[src/design/afs_pkg.sv]
// ----------------------------------------------------------------------------
// afs_pkg
// Types and constants for the audio frame sequencer.
// ----------------------------------------------------------------------------
package afs_pkg;

	localparam int ACTION_W = 2;
	localparam int VALUE_W  = 8;
	localparam int COUNT_W  = 16;

	localparam logic [ACTION_W-1:0] ACT_TICK   = 2'd0;
	localparam logic [ACTION_W-1:0] ACT_WRITE  = 2'd1;
	localparam logic [ACTION_W-1:0] ACT_STATUS = 2'd2;

	localparam logic [COUNT_W-1:0] SEQ_Q1    = 16'd7459;
	localparam logic [COUNT_W-1:0] SEQ_Q2    = 16'd14915;
	localparam logic [COUNT_W-1:0] SEQ_Q3    = 16'd22373;
	localparam logic [COUNT_W-1:0] SEQ_IRQ_A = 16'd29830;
	localparam logic [COUNT_W-1:0] SEQ_IRQ_B = 16'd29831;
	localparam logic [COUNT_W-1:0] SEQ_IRQ_C = 16'd29832;
	localparam logic [COUNT_W:0]   SEQ_WRAP4 = 17'd37289;
	localparam logic [COUNT_W-1:0] SEQ_LAST5 = 16'd37283;
	localparam logic [COUNT_W:0]   SEQ_WRAP5 = 17'd44741;

	localparam int MODE_FIVE_BIT   = 7;
	localparam int IRQ_INHIBIT_BIT = 6;

	typedef struct packed {
		logic [ACTION_W-1:0] action;
		logic [VALUE_W-1:0]  value;
	} item_t;

	typedef struct packed {
		logic [COUNT_W-1:0] cycle_position;
		logic [VALUE_W-1:0] frame_register_value;
		logic               write_pending;
		logic               irq_flag;
	} seq_state_t;

	typedef struct packed {
		logic               quarter_frame;
		logic               half_frame;
		logic               half_rate_strobe;
		logic               irq_request;
		logic               irq_seen;
		logic [VALUE_W-1:0] frame_register_read;
	} result_t;

endpackage

[src/design/afs_in_if.sv]
// ----------------------------------------------------------------------------
// afs_in_if
// Input channel: one action and its data byte per transfer.
// ----------------------------------------------------------------------------
interface afs_in_if;
	import afs_pkg::*;

	logic                valid;
	logic                ready;
	logic [ACTION_W-1:0] action;
	logic [VALUE_W-1:0]  value;

	modport source (output valid, output action, output value, input ready);
	modport sink   (input valid, input action, input value, output ready);
endinterface

[src/design/afs_out_if.sv]
// ----------------------------------------------------------------------------
// afs_out_if
// Result channel: frame pulses, strobe, IRQ state and register readback.
// ----------------------------------------------------------------------------
interface afs_out_if;
	import afs_pkg::*;

	logic               valid;
	logic               ready;
	logic               quarter_frame;
	logic               half_frame;
	logic               half_rate_strobe;
	logic               irq_request;
	logic               irq_seen;
	logic [VALUE_W-1:0] frame_register_read;

	modport source (
		output valid, output quarter_frame, output half_frame, output half_rate_strobe,
		output irq_request, output irq_seen, output frame_register_read, input ready
	);
	modport sink (
		input valid, input quarter_frame, input half_frame, input half_rate_strobe,
		input irq_request, input irq_seen, input frame_register_read, output ready
	);
endinterface

[src/design/afs_step.sv]
// ----------------------------------------------------------------------------
// afs_step
// Next-state and result logic for one item against the sequencer state.
// ----------------------------------------------------------------------------
module afs_step (
	input  afs_pkg::item_t      item,
	input  afs_pkg::seq_state_t cur,
	output afs_pkg::seq_state_t nxt,
	output afs_pkg::result_t    res
);
	import afs_pkg::*;

	always_comb begin
		logic [COUNT_W-1:0] c;
		logic [COUNT_W:0]   c_inc;
		logic               five;
		logic               inhibit;
		logic               quarter;
		logic               half;
		logic               strobe;
		logic               seen;

		nxt     = cur;
		c       = cur.cycle_position;
		c_inc   = '0;
		five    = cur.frame_register_value[MODE_FIVE_BIT];
		inhibit = cur.frame_register_value[IRQ_INHIBIT_BIT];
		quarter = 1'b0;
		half    = 1'b0;
		strobe  = 1'b0;
		seen    = 1'b0;

		unique case (item.action)
			ACT_TICK: begin
				// pending write restarts the sequence on an even count
				if (cur.write_pending && !c[0]) begin
					nxt.write_pending = 1'b0;
					c = '0;
					if (five) begin
						quarter = 1'b1;
						half    = 1'b1;
					end
					if (inhibit) begin
						nxt.irq_flag = 1'b0;
					end
				end
				strobe = !c[0];
				if (c == SEQ_Q1 || c == SEQ_Q3) begin
					quarter = 1'b1;
				end
				if (c == SEQ_Q2) begin
					quarter = 1'b1;
					half    = 1'b1;
				end
				c_inc = {1'b0, c} + 17'd1;
				if (!five) begin
					if (c == SEQ_IRQ_B) begin
						quarter = 1'b1;
						half    = 1'b1;
					end
					if ((c == SEQ_IRQ_A || c == SEQ_IRQ_B || c == SEQ_IRQ_C) && !inhibit) begin
						nxt.irq_flag = 1'b1;
					end
					if (c_inc >= SEQ_WRAP4) begin
						c_inc = {1'b0, SEQ_Q1};
					end
				end else begin
					if (c == SEQ_LAST5) begin
						quarter = 1'b1;
						half    = 1'b1;
					end
					if (c_inc >= SEQ_WRAP5) begin
						c_inc = {1'b0, SEQ_Q1};
					end
				end
				nxt.cycle_position = c_inc[COUNT_W-1:0];
			end
			ACT_WRITE: begin
				nxt.frame_register_value = item.value;
				nxt.write_pending        = 1'b1;
			end
			ACT_STATUS: begin
				seen         = cur.irq_flag;
				nxt.irq_flag = 1'b0;
			end
			default: begin
			end
		endcase

		res.quarter_frame       = quarter;
		res.half_frame          = half;
		res.half_rate_strobe    = strobe;
		res.irq_request         = nxt.irq_flag;
		res.irq_seen            = seen;
		res.frame_register_read = nxt.frame_register_value;
	end

endmodule

[src/design/apu_frame_sequencer.sv]
// ----------------------------------------------------------------------------
// apu_frame_sequencer
// Frame sequencer: 4-step / 5-step quarter and half frame pulses, timer
// strobe and frame IRQ, one result per input transfer.
//
//   channel   | modport | payload
//   ----------+---------+-------------------------------------------------
//   cmd_ch    | sink    | action, value
//   rsp_ch    | source  | quarter/half frame, strobe, irq, irq_seen, readback
//
// Result path: input register, then the step logic feeds the result register
// and the state in the same edge.
// One transfer per cycle sustained; a stalled output holds both stages and
// backs up into cmd_ch.ready.
// Reset clears the sequencer state and both stage valids.
// ----------------------------------------------------------------------------
module apu_frame_sequencer (
	input logic  clk,
	input logic  arst_n,
	afs_in_if.sink    cmd_ch,
	afs_out_if.source rsp_ch
);
	import afs_pkg::*;

	logic       valid_s1;
	item_t      item_s1;
	logic       valid_s2;
	result_t    res_s2;
	seq_state_t state_q;
	seq_state_t state_nxt;
	result_t    res_nxt;
	logic       advance;

	assign advance      = valid_s1 && (!valid_s2 || rsp_ch.ready);
	assign cmd_ch.ready = !valid_s1 || advance;

	always_ff @(posedge clk or negedge arst_n) begin
		if (!arst_n) begin
			valid_s1 <= 1'b0;
		end else if (cmd_ch.ready) begin
			valid_s1 <= cmd_ch.valid;
		end
	end

	always_ff @(posedge clk) begin
		if (cmd_ch.ready && cmd_ch.valid) begin
			item_s1.action <= cmd_ch.action;
			item_s1.value  <= cmd_ch.value;
		end
	end

	afs_step u_step (
		.item (item_s1),
		.cur  (state_q),
		.nxt  (state_nxt),
		.res  (res_nxt)
	);

	always_ff @(posedge clk or negedge arst_n) begin
		if (!arst_n) begin
			state_q  <= '0;
			valid_s2 <= 1'b0;
		end else begin
			if (advance) begin
				state_q <= state_nxt;
			end
			if (advance) begin
				valid_s2 <= 1'b1;
			end else if (rsp_ch.ready) begin
				valid_s2 <= 1'b0;
			end
		end
	end

	always_ff @(posedge clk) begin
		if (advance) begin
			res_s2 <= res_nxt;
		end
	end

	assign rsp_ch.valid               = valid_s2;
	assign rsp_ch.quarter_frame       = res_s2.quarter_frame;
	assign rsp_ch.half_frame          = res_s2.half_frame;
	assign rsp_ch.half_rate_strobe    = res_s2.half_rate_strobe;
	assign rsp_ch.irq_request         = res_s2.irq_request;
	assign rsp_ch.irq_seen            = res_s2.irq_seen;
	assign rsp_ch.frame_register_read = res_s2.frame_register_read;

endmodule
[src/flat_wrapper.sv]
// flat-port wrapper written by rule: the top's interface ports become plain ports
module apu_frame_sequencer_flat import afs_pkg::*;
  (clk, arst_n, cmd_ch_valid, cmd_ch_action, cmd_ch_value, cmd_ch_ready, rsp_ch_valid, rsp_ch_quarter_frame, rsp_ch_half_frame, rsp_ch_half_rate_strobe, rsp_ch_irq_request, rsp_ch_irq_seen, rsp_ch_frame_register_read, rsp_ch_ready);
  afs_in_if cmd_ch_i ();
  afs_out_if rsp_ch_i ();
  input logic clk;
  input logic arst_n;
  input wire logic [$bits(cmd_ch_i.valid)-1:0] cmd_ch_valid;
  input wire logic [$bits(cmd_ch_i.action)-1:0] cmd_ch_action;
  input wire logic [$bits(cmd_ch_i.value)-1:0] cmd_ch_value;
  output wire logic [$bits(cmd_ch_i.ready)-1:0] cmd_ch_ready;
  output wire logic [$bits(rsp_ch_i.valid)-1:0] rsp_ch_valid;
  output wire logic [$bits(rsp_ch_i.quarter_frame)-1:0] rsp_ch_quarter_frame;
  output wire logic [$bits(rsp_ch_i.half_frame)-1:0] rsp_ch_half_frame;
  output wire logic [$bits(rsp_ch_i.half_rate_strobe)-1:0] rsp_ch_half_rate_strobe;
  output wire logic [$bits(rsp_ch_i.irq_request)-1:0] rsp_ch_irq_request;
  output wire logic [$bits(rsp_ch_i.irq_seen)-1:0] rsp_ch_irq_seen;
  output wire logic [$bits(rsp_ch_i.frame_register_read)-1:0] rsp_ch_frame_register_read;
  input wire logic [$bits(rsp_ch_i.ready)-1:0] rsp_ch_ready;
  assign cmd_ch_i.valid = cmd_ch_valid;
  assign cmd_ch_i.action = cmd_ch_action;
  assign cmd_ch_i.value = cmd_ch_value;
  assign cmd_ch_ready = cmd_ch_i.ready;
  assign rsp_ch_valid = rsp_ch_i.valid;
  assign rsp_ch_quarter_frame = rsp_ch_i.quarter_frame;
  assign rsp_ch_half_frame = rsp_ch_i.half_frame;
  assign rsp_ch_half_rate_strobe = rsp_ch_i.half_rate_strobe;
  assign rsp_ch_irq_request = rsp_ch_i.irq_request;
  assign rsp_ch_irq_seen = rsp_ch_i.irq_seen;
  assign rsp_ch_frame_register_read = rsp_ch_i.frame_register_read;
  assign rsp_ch_i.ready = rsp_ch_ready;
  apu_frame_sequencer u_core (.clk(clk), .arst_n(arst_n), .cmd_ch(cmd_ch_i), .rsp_ch(rsp_ch_i));
endmodule
[config.mk]
export PLATFORM = sky130hd
export DESIGN_NAME = apu_frame_sequencer_flat
export DESIGN_NICKNAME = d
export VERILOG_FILES = /design/src/design/afs_pkg.sv /design/src/design/afs_in_if.sv /design/src/design/afs_out_if.sv /design/src/design/afs_step.sv /design/src/design/apu_frame_sequencer.sv /design/src/flat_wrapper.sv
export SDC_FILE = /design/constraint.sdc
export NUM_CORES = 1
export LEC_CHECK = 0
export ABC_AREA = 1
export BUFFER_PORTS_ARGS = -buffer_cell sky130_fd_sc_hd__buf_2
export CAP_MARGIN = 20
export CORE_MARGIN = 3
export CORE_UTILIZATION = 50
export DETAILED_ROUTE_END_ITERATION = 10
export PLACE_DENSITY = 0.67
export SYNTH_ARGS = -nofsm -noshare
export SYNTH_HDL_FRONTEND = slang
export SYNTH_SLANG_ARGS = --single-unit
[constraint.sdc]
create_clock -name clk -period 2.5 [get_ports clk]
set_clock_uncertainty 0.05 [all_clocks]
set_input_delay 0.25 -clock clk [delete_from_list [all_inputs] [get_ports clk]]
set_output_delay 0.25 -clock clk [all_outputs]
set_load 0.01 [all_outputs]
==> results of run 1 <==
==> state kept, by name, summed over array words and instances (netlist names) <==
signal and count:
u_core.rsp_ch.irq_request 1, u_core.state_q 26, u_core.rsp_ch.quarter_frame 1, u_core.rsp_ch.half_frame 1
u_core.rsp_ch.valid 1, u_core.item_s1 10, u_core.valid_s1 1, u_core.rsp_ch.half_rate_strobe 1
u_core.rsp_ch.irq_seen 1, u_core.rsp_ch.frame_register_read 8
==> cells by family after synthesis <==
family                 share of synthesized area
DFF                                        0.462
AOI/OAI and AO/OA                         0.0802
and+or+nand+nor                            0.355
buffers and inverters                      0.103
==> cells in the final DEF (no fill, tap or decap), types with 6 or more instances in the layout <==
master,synthesis,final
sky130_fd_sc_hd__dfrtp_1,28,26
sky130_fd_sc_hd__nor2_1,56,54
sky130_fd_sc_hd__nor2_2,5,6
sky130_fd_sc_hd__nand4_1,15,15
sky130_fd_sc_hd__a21oi_2,8,8
sky130_fd_sc_hd__nand2_1,122,120
sky130_fd_sc_hd__nor3_1,6,6
sky130_fd_sc_hd__edfxtp_1,23,23
sky130_fd_sc_hd__nand3_1,24,24
sky130_fd_sc_hd__buf_4,0,17
sky130_fd_sc_hd__inv_1,52,52
sky130_fd_sc_hd__buf_2,0,28
sky130_fd_sc_hd__a21oi_1,6,6
sky130_fd_sc_hd__o21ai_0,20,19
==> per-stage QoR <==
stage | utilization | cells | hold WS [ns] | instance area, sq um | setup slack, ns
floorplan | - | 399 | -0.0956 | 3010 | 0.457
global placement | 0.578 | 504 | 0.261 | 3280 | 0.116
detailed placement | 0.578 | 504 | 0.266 | 3280 | 0.0489
CTS | 0.597 | 513 | 0.0533 | 3390 | 0.0263
global route | 0.607 | 517 | 0.0382 | 3440 | -0.0291
finish | 0.607 | 517 | 0.0548 | 3440 | 0.149
==> what timing repair did <==
action	4_1_cts	5_1_grt
endpoints found under the setup margin	0	18
gates resized for setup	0	9
hold endpoints to repair	28	0
hold buffers	1	0
buffers inserted	0	4
==> final cells by class <==
type,count,area (sq um),share of cell area
Multi-Input combinational cell,282,1330,0.387
Inverter,56,213,0.0618
Sequential cell,51,1390,0.405
Clock inverter,3,27.5,0.00799
Timing Repair Buffer,48,318,0.0923
Tap cell,72,90.1,0.0262
Clock buffer,5,68.8,0.0200
==> worst paths after layout <==
kind | start | end | cells past startpoint
max | u_core.state_q[10] | u_core.state_q[25] | 15
min | cmd_ch_value[4] | u_core.item_s1[4] | 1
max reg2reg | u_core.state_q[10] | u_core.state_q[25] | 15
min reg2reg | u_core.rsp_ch.valid | u_core.rsp_ch.valid | 2
max in group asynchronous | arst_n | u_core.state_q[10] | 2
min in group asynchronous | arst_n | u_core.state_q[2] | 2
==> power groups by stage <==
stage / Clock, uW / Sequential (uW) / Combinational [uW]
after global placement: 0 / 1260 / 1300
final: 517 / 1260 / 1390
after detailed placement: 0 / 1270 / 1290
after global routing: 566 / 1280 / 1570
after floorplan: 0 / 1240 / 959
after CTS: 523 / 1250 / 1300
==> critical path, stage by stage (launching register included) <==
cell and delay (ns):
sky130_fd_sc_hd__dfrtp_2 0.49, sky130_fd_sc_hd__inv_4 0.10, sky130_fd_sc_hd__nand2_4 0.07, sky130_fd_sc_hd__buf_12 0.16, sky130_fd_sc_hd__nand3_1 0.15, sky130_fd_sc_hd__nor2_1 0.08, sky130_fd_sc_hd__nand3_1 0.17, sky130_fd_sc_hd__nand2_1 0.07
sky130_fd_sc_hd__nand2_1 0.14, sky130_fd_sc_hd__inv_1 0.07, sky130_fd_sc_hd__nor2_1 0.16, sky130_fd_sc_hd__nand3_1 0.12, sky130_fd_sc_hd__nand3_2 0.14, sky130_fd_sc_hd__nand2_8 0.11, sky130_fd_sc_hd__nand2_1 0.08, sky130_fd_sc_hd__nand2_1 0.05
==> synthesized netlist by cell type, drive strengths merged <==
| cell type | n |
|---|---|
| nand2 | 127 |
| nor2 | 61 |
| inv | 55 |
| dfrtp | 28 |
| nand3 | 28 |
| edfxtp | 23 |
| o21ai | 20 |
| nand4 | 16 |
| a21oi | 14 |
| nor3 | 6 |
| buf | 5 |
| clkbuf | 5 |
| nor4 | 5 |
| o211ai | 2 |
| a31oi | 1 |
| clkinv | 1 |
| o2111ai | 1 |
| o21bai | 1 |
==> per-layer routing <==
metal	share of wire	up-vias	global-route usage
li1	-	1374	-
met4	0.014	0	0.0365
met3	0.092	14	0.0464
met1	0.48	1232	0.336
met5	0	-	0
met2	0.42	145	0.307
==> results.txt, run 1 <==
The net switching power figure is approximately 1400 uW. The clock network latency to the later pin of the worst-skew pair came out at 0.31 ns. The post-detailed-placement half-perimeter wirelength came out at around 5600 um. When the netlist entered floorplanning its net count stood at ~410. The initial antenna violation count is 0. For this configuration, the core starts out at a cell density of 0.530. The row count came out at 27. By startpoint and endpoint, the worst setup path is classified as reg2reg. The maximum vdd ir drop is 0.643 mV. The leakage component of the power is roughly 0.0017 uW. At the pin with the least slew margin, the transition time is 0.650 ns. Setup violations remaining at the end of the flow were counted as 0.

The placer's final routability congestion estimate came out at 1.02. The total internal power is about 1800 uW. The setup slack of the worst register-to-register path came out at about 0.15 ns. The number of inserted filler cells in the final layout is around 530. The minimum clock period after layout is approximately 2.4 ns. The worst hold path belongs to the class in2reg. The number of sinks on the clock net came out at approximately 50. The part of the total power dissipated in combinational logic came out at 0.440.

After the last flow step, the layout net total stands at approximately 460. The overall routed net length came out at ~7400 um. The flow ran to the end, and the final reports show no timing, DRC or antenna violations. The cell taking the most area after synthesis is sky130_fd_sc_hd__dfrtp_1. The share of synthesized area in the top cell type comes to 0.233. The clock group share of total power is 0.163. The sequential share of power is 0.397. In this run the remaining antenna-violating nets after routing total 0. The total count of max-transition violations in the final report is 0. The synthesized netlist contains 28 unique library cells.

In this run the vertical extent of the chip is between 80 and 90 um. The total count of hold-check failures in the final report came out at 0. The power density normalized to cell area is slightly above 900 nW/um^2.

The area of the core region came out at around 5700 sq um. The data arrival time at the worst-slack endpoint came out at roughly 2.5 ns. The switching power as a share of total power came out at 0.436. Yosys attributes the largest share of cell area to sky130_fd_sc_hd__dfrtp_1 (23%), sky130_fd_sc_hd__edfxtp_1 (23%), sky130_fd_sc_hd__nand2_1 (15%), sky130_fd_sc_hd__nor2_1 (7.0%), sky130_fd_sc_hd__inv_1 (6.5%). The detailed-router iteration count before antenna repair is 5. The via total after detailed routing is 2765. The worst pin sits at a relative slew slack of 0.567.

The die covers around 7000 sq um. After clock tree synthesis, the clock-pin slew on the worst setup and hold paths is 0.11 ns. In this run the worst path has a maximum fanout of 16. Relative to the synthesized area, the layout overhead comes to 14.4%. The first-pass GRT wire length came out at between 10000 and 15000 um. In the final routed layout, each cell accounts on average for 14.2 um. The die width came out at around 84 um. For this run the aggregate overflow at the end of global routing stands at 0. The root buffer cell is sky130_fd_sc_hd__clkbuf_8. The clock tree buffer depth is 2. The highest attainable clock frequency came out at 425 MHz. The worst setup path is launched from a flip-flop. The fraction of layout instances using a drive strength above 1 is 0.198.

The setup TNS after final layout is 0 ns. The number of synthesis warnings is 0. The H-tree depth came out at 2. TritonCTS built the clock tree. The number of antenna diodes in the final layout is 0. The data required time at the worst endpoint is 2.65 ns.

In the routed layout, each cell is associated on average with a via count of about 5.3. The DRC violation total after the first TritonRoute iteration came out at about 430. The final period utilization came out at 0.940. The number of primary I/O pins came out at 29.

The count of buffers added on input and output ports is 28. Max-cap violations in this run came to 0. The synthesized netlist occupies a cell area of 3010 sq um. The flip-flop and latch count after synthesis came out at 51.

The number of standard cells after synthesis came out at around 400. The kind of end point of the critical path is a flip-flop. The via count of the first global-routing pass is 2476.

The final total power is 3170 uW. The share of the Yosys chip area taken by registers is 0.462. In the routed design, unresolved DRC markers number 0. The TritonCTS buffer count is 5. A synthesized cell averages between 7 and 8 sq um. The global router's overall resource usage is 0.215.

The maximum number of pins on one net before global-route repair is 31.
Note: power is estimated with default switching activity, not from simulation.
==> inputs of run 2 (changes only) <==
==> constraint.sdc (replaced) <==
create_clock -name clk -period 2.85 [get_ports clk]
set_clock_uncertainty 0.05 [all_clocks]
set_input_delay 0.285 -clock clk [delete_from_list [all_inputs] [get_ports clk]]
set_output_delay 0.285 -clock clk [all_outputs]
set_load 0.01 [all_outputs]
==> run 2 against run 1 <==
  * Critical path depth is 2 higher
  * Critical path type unchanged
  * Hold slack better by 0.040 ns
  * Combinational power is 24% lower
  * Wire length is 3.0% lower
  * Clock power is 8.1% lower
  * Highest routed layer unchanged
==> results.txt, run 2 (synthesized netlist as in run 1, its figures left out) <==
The amount of wire on met2 after detailed routing is slightly below 3000 um. Routed signal wires occupy layers up through met4. The row count is 27. The H-tree depth came out at 2. u_core.state_q holds more flip-flops than any other register. Setup violations remaining at the end of the flow were counted as 0. Entering global routing, the biggest net connects 31 pins.

Setup repair after global routing left no endpoint under its margin. The data required time at the worst endpoint is 3.05 ns. The ratio of routed vias to standard cells is between 5 and 6.

The most numerous cell on the critical path is sky130_fd_sc_hd__nand2_1. The die width came out at between 80 and 90 um. In this run the cell area measured after placement is roughly 3200 sq um. The antenna cell count is 0. The clock period could shrink to 2.50 ns. The TritonCTS buffer count came out at 5. The relative slew slack is 0.440. The total of max-cap violations is 0. The relative area change from synthesis to final layout came out at 9.93%. The setup TNS after final layout came out at 0 ns.

The number of nets in the layout came out at around 450. The residual DRC count is 0. The leakage component of the power came out at about 0.0017 uW.

The highest attainable clock frequency came out at 400 MHz. The startpoint kind of the worst setup timing path is a flip-flop. The via count of the first global-routing pass is 2513. The total count of max-transition violations in the final report came to 0. The post-cts sizing count came out at 0. The type of the most critical hold path is in2reg. Power spread over the standard cell area amounts to about 800 nW/um^2. The count of nets left with antenna violations once routing finished came out at 0. The slowest stage of the critical path belongs to the cell sky130_fd_sc_hd__dfrtp_1.

The clock tree buffer depth came out at 2. The clock network latency to the later pin of the worst-skew pair is 0.31 ns. The number of port buffers came out at 28. The die covers approximately 7000 sq um. Clock tree synthesis found a total of slightly above 50 sinks.

The met1 wire length came out at between 3000 and 4000 um. The overall routed net length came out at about 7000 um. Summed over all nets, wire length on met3 after detailed routing comes to between 800 and 900 um. Routability-driven placement finished with a final weighted congestion of 1.04. TritonCTS built the clock tree. The critical path goes through inv_4, nand2_4, nand3_1, nor2_2, buf_4, nand3_1, nand2_1, nand2_1, inv_1, nand2_1, nand2_1, nand2_1, nor2_2, nand3_2, nand2_4, nand2_1, nand2_1. The flow ran to the end, and the final reports show no timing, DRC or antenna violations. The first global-routing pass estimated between 10000 and 15000 um of wire.

The total overflow reported by the global router is 0. The total count of hold-check failures in the final report came out at 0. The data arrival time at the worst-slack endpoint is 2.70 ns.

Measured along the y axis, the die boundary spans about 84 um. After floorplanning, the core was sized to cover roughly 5700 sq um. The maximum vdd ir drop is 0.453 mV. In the layout the commonest cells are sky130_fd_sc_hd__nand2_1 (122), sky130_fd_sc_hd__nor2_1 (56), sky130_fd_sc_hd__inv_1 (52). The DRC violation total after the first TritonRoute iteration came out at 423. The routed length per instance is between 10 and 15 um. The starting utilization of the core area is 0.530. In this run the count of I/O pins placed on the die edge is 29. The slew at the pin closest to its max-slew limit came out at ~0.84 ns.

The post-detailed-placement half-perimeter wirelength is 5570 um. The type of the worst setup path is reg2reg. The final non-filler cell area is approximately 3300 sq um.

The global router's overall resource usage is 0.214. The flip-flop count of the largest register, all copies and words added came out at 26. The highest cell delay on the worst timing path came out at 0.56 ns. The tree is rooted in a sky130_fd_sc_hd__clkbuf_8.

The final period utilization is 0.878. The initial antenna violation count is 0. The maximum net fanout on the critical path came out at 20. For this run, the detailed router's first-pass iteration total came to 5. In the final layout, the share of cells above drive strength 1 is 0.160. The kind of end point of the critical path is a flip-flop.

The detailed router placed ~2800 vias in this run. The number of inserted filler cells in the final layout came out at ~530. The clock transition at the registers of the reported paths came out at about 0.10 ns. Leaving out fill and tap cells, the most frequent cell in the layout is sky130_fd_sc_hd__nand2_1.
## run 2: cell types whose count changed in the layout (fill, tap and decap cells not counted), moves of 2 or more
cell / delta
sky130_fd_sc_hd__buf_4: -11
sky130_fd_sc_hd__nand2_2: -2
sky130_fd_sc_hd__nand2_1: +2
sky130_fd_sc_hd__nor2_1: +2
sky130_fd_sc_hd__buf_12: -2
sky130_fd_sc_hd__dfrtp_2: -2
sky130_fd_sc_hd__dfrtp_1: +2
## run 2: timing repair
item	CTS	global route
hold buffers	1	0
endpoints found under the hold margin	28	0
buffers inserted	0	0
## run 2: routing by layer
layer  track usage  up-vias
met5             0        -
met4        0.0468        0
met3        0.0622       23
met2         0.303      158
met1         0.322     1225
li1              -     1348
## run 2: power breakdown
part | total, uW | leakage [uW] | internal (uW) | switching (uW)
clock network | 475 | 0.0000530 | 229 | 246
logic | 1050 | 0.00105 | 325 | 724
registers | 1110 | 0.000570 | 956 | 154
## run 2: worst max-delay path: cells and delay by family (launching register included)
kind / cells / cell delay [ns]
AND/OR/NAND/NOR: 14 / 1.43
buffers and inverters: 3 / 0.39
flip-flops: 1 / 0.56
## run 2: path summary, 6_finish.rpt
path                       cells past startpoint  slack, ns                 end                from
min                                            1       0.09   u_core.item_s1[0]     cmd_ch_value[0]
min in group asynchronous                      2       0.48   u_core.state_q[2]              arst_n
max in group asynchronous                      2       1.84  u_core.state_q[14]              arst_n
max                                           17       0.35  u_core.state_q[16]  u_core.state_q[10]
max reg2reg                                   17       0.35  u_core.state_q[16]  u_core.state_q[10]
min reg2reg                                    2       0.48   u_core.state_q[8]   u_core.state_q[8]
## run 2: cell type report
cell class / instances / area (sq um) / share of cell area
flip-flops and latches: 51 / 1390 / 0.420
well taps: 72 / 90.1 / 0.0272
clock inverters: 2 / 16.3 / 0.00491
inverters: 56 / 213 / 0.0643
clock buffers: 6 / 93.8 / 0.0284
multi-input cells: 282 / 1310 / 0.396
repair buffers: 35 / 195 / 0.0590
## run 2: stage by stage
stage / cells / util / setup slack [ns] / hold WS, ns / power [uW]
floorplan: 399 / - / 0.807 / -0.0606 / 1930
global placement: 495 / 0.562 / 0.402 / 0.296 / 2150
detailed placement: 495 / 0.562 / 0.399 / 0.301 / 2140
CTS: 504 / 0.583 / 0.377 / 0.0890 / 2620
global route: 504 / 0.583 / 0.0480 / 0.0749 / 2840
finish: 504 / 0.583 / 0.348 / 0.0948 / 2630
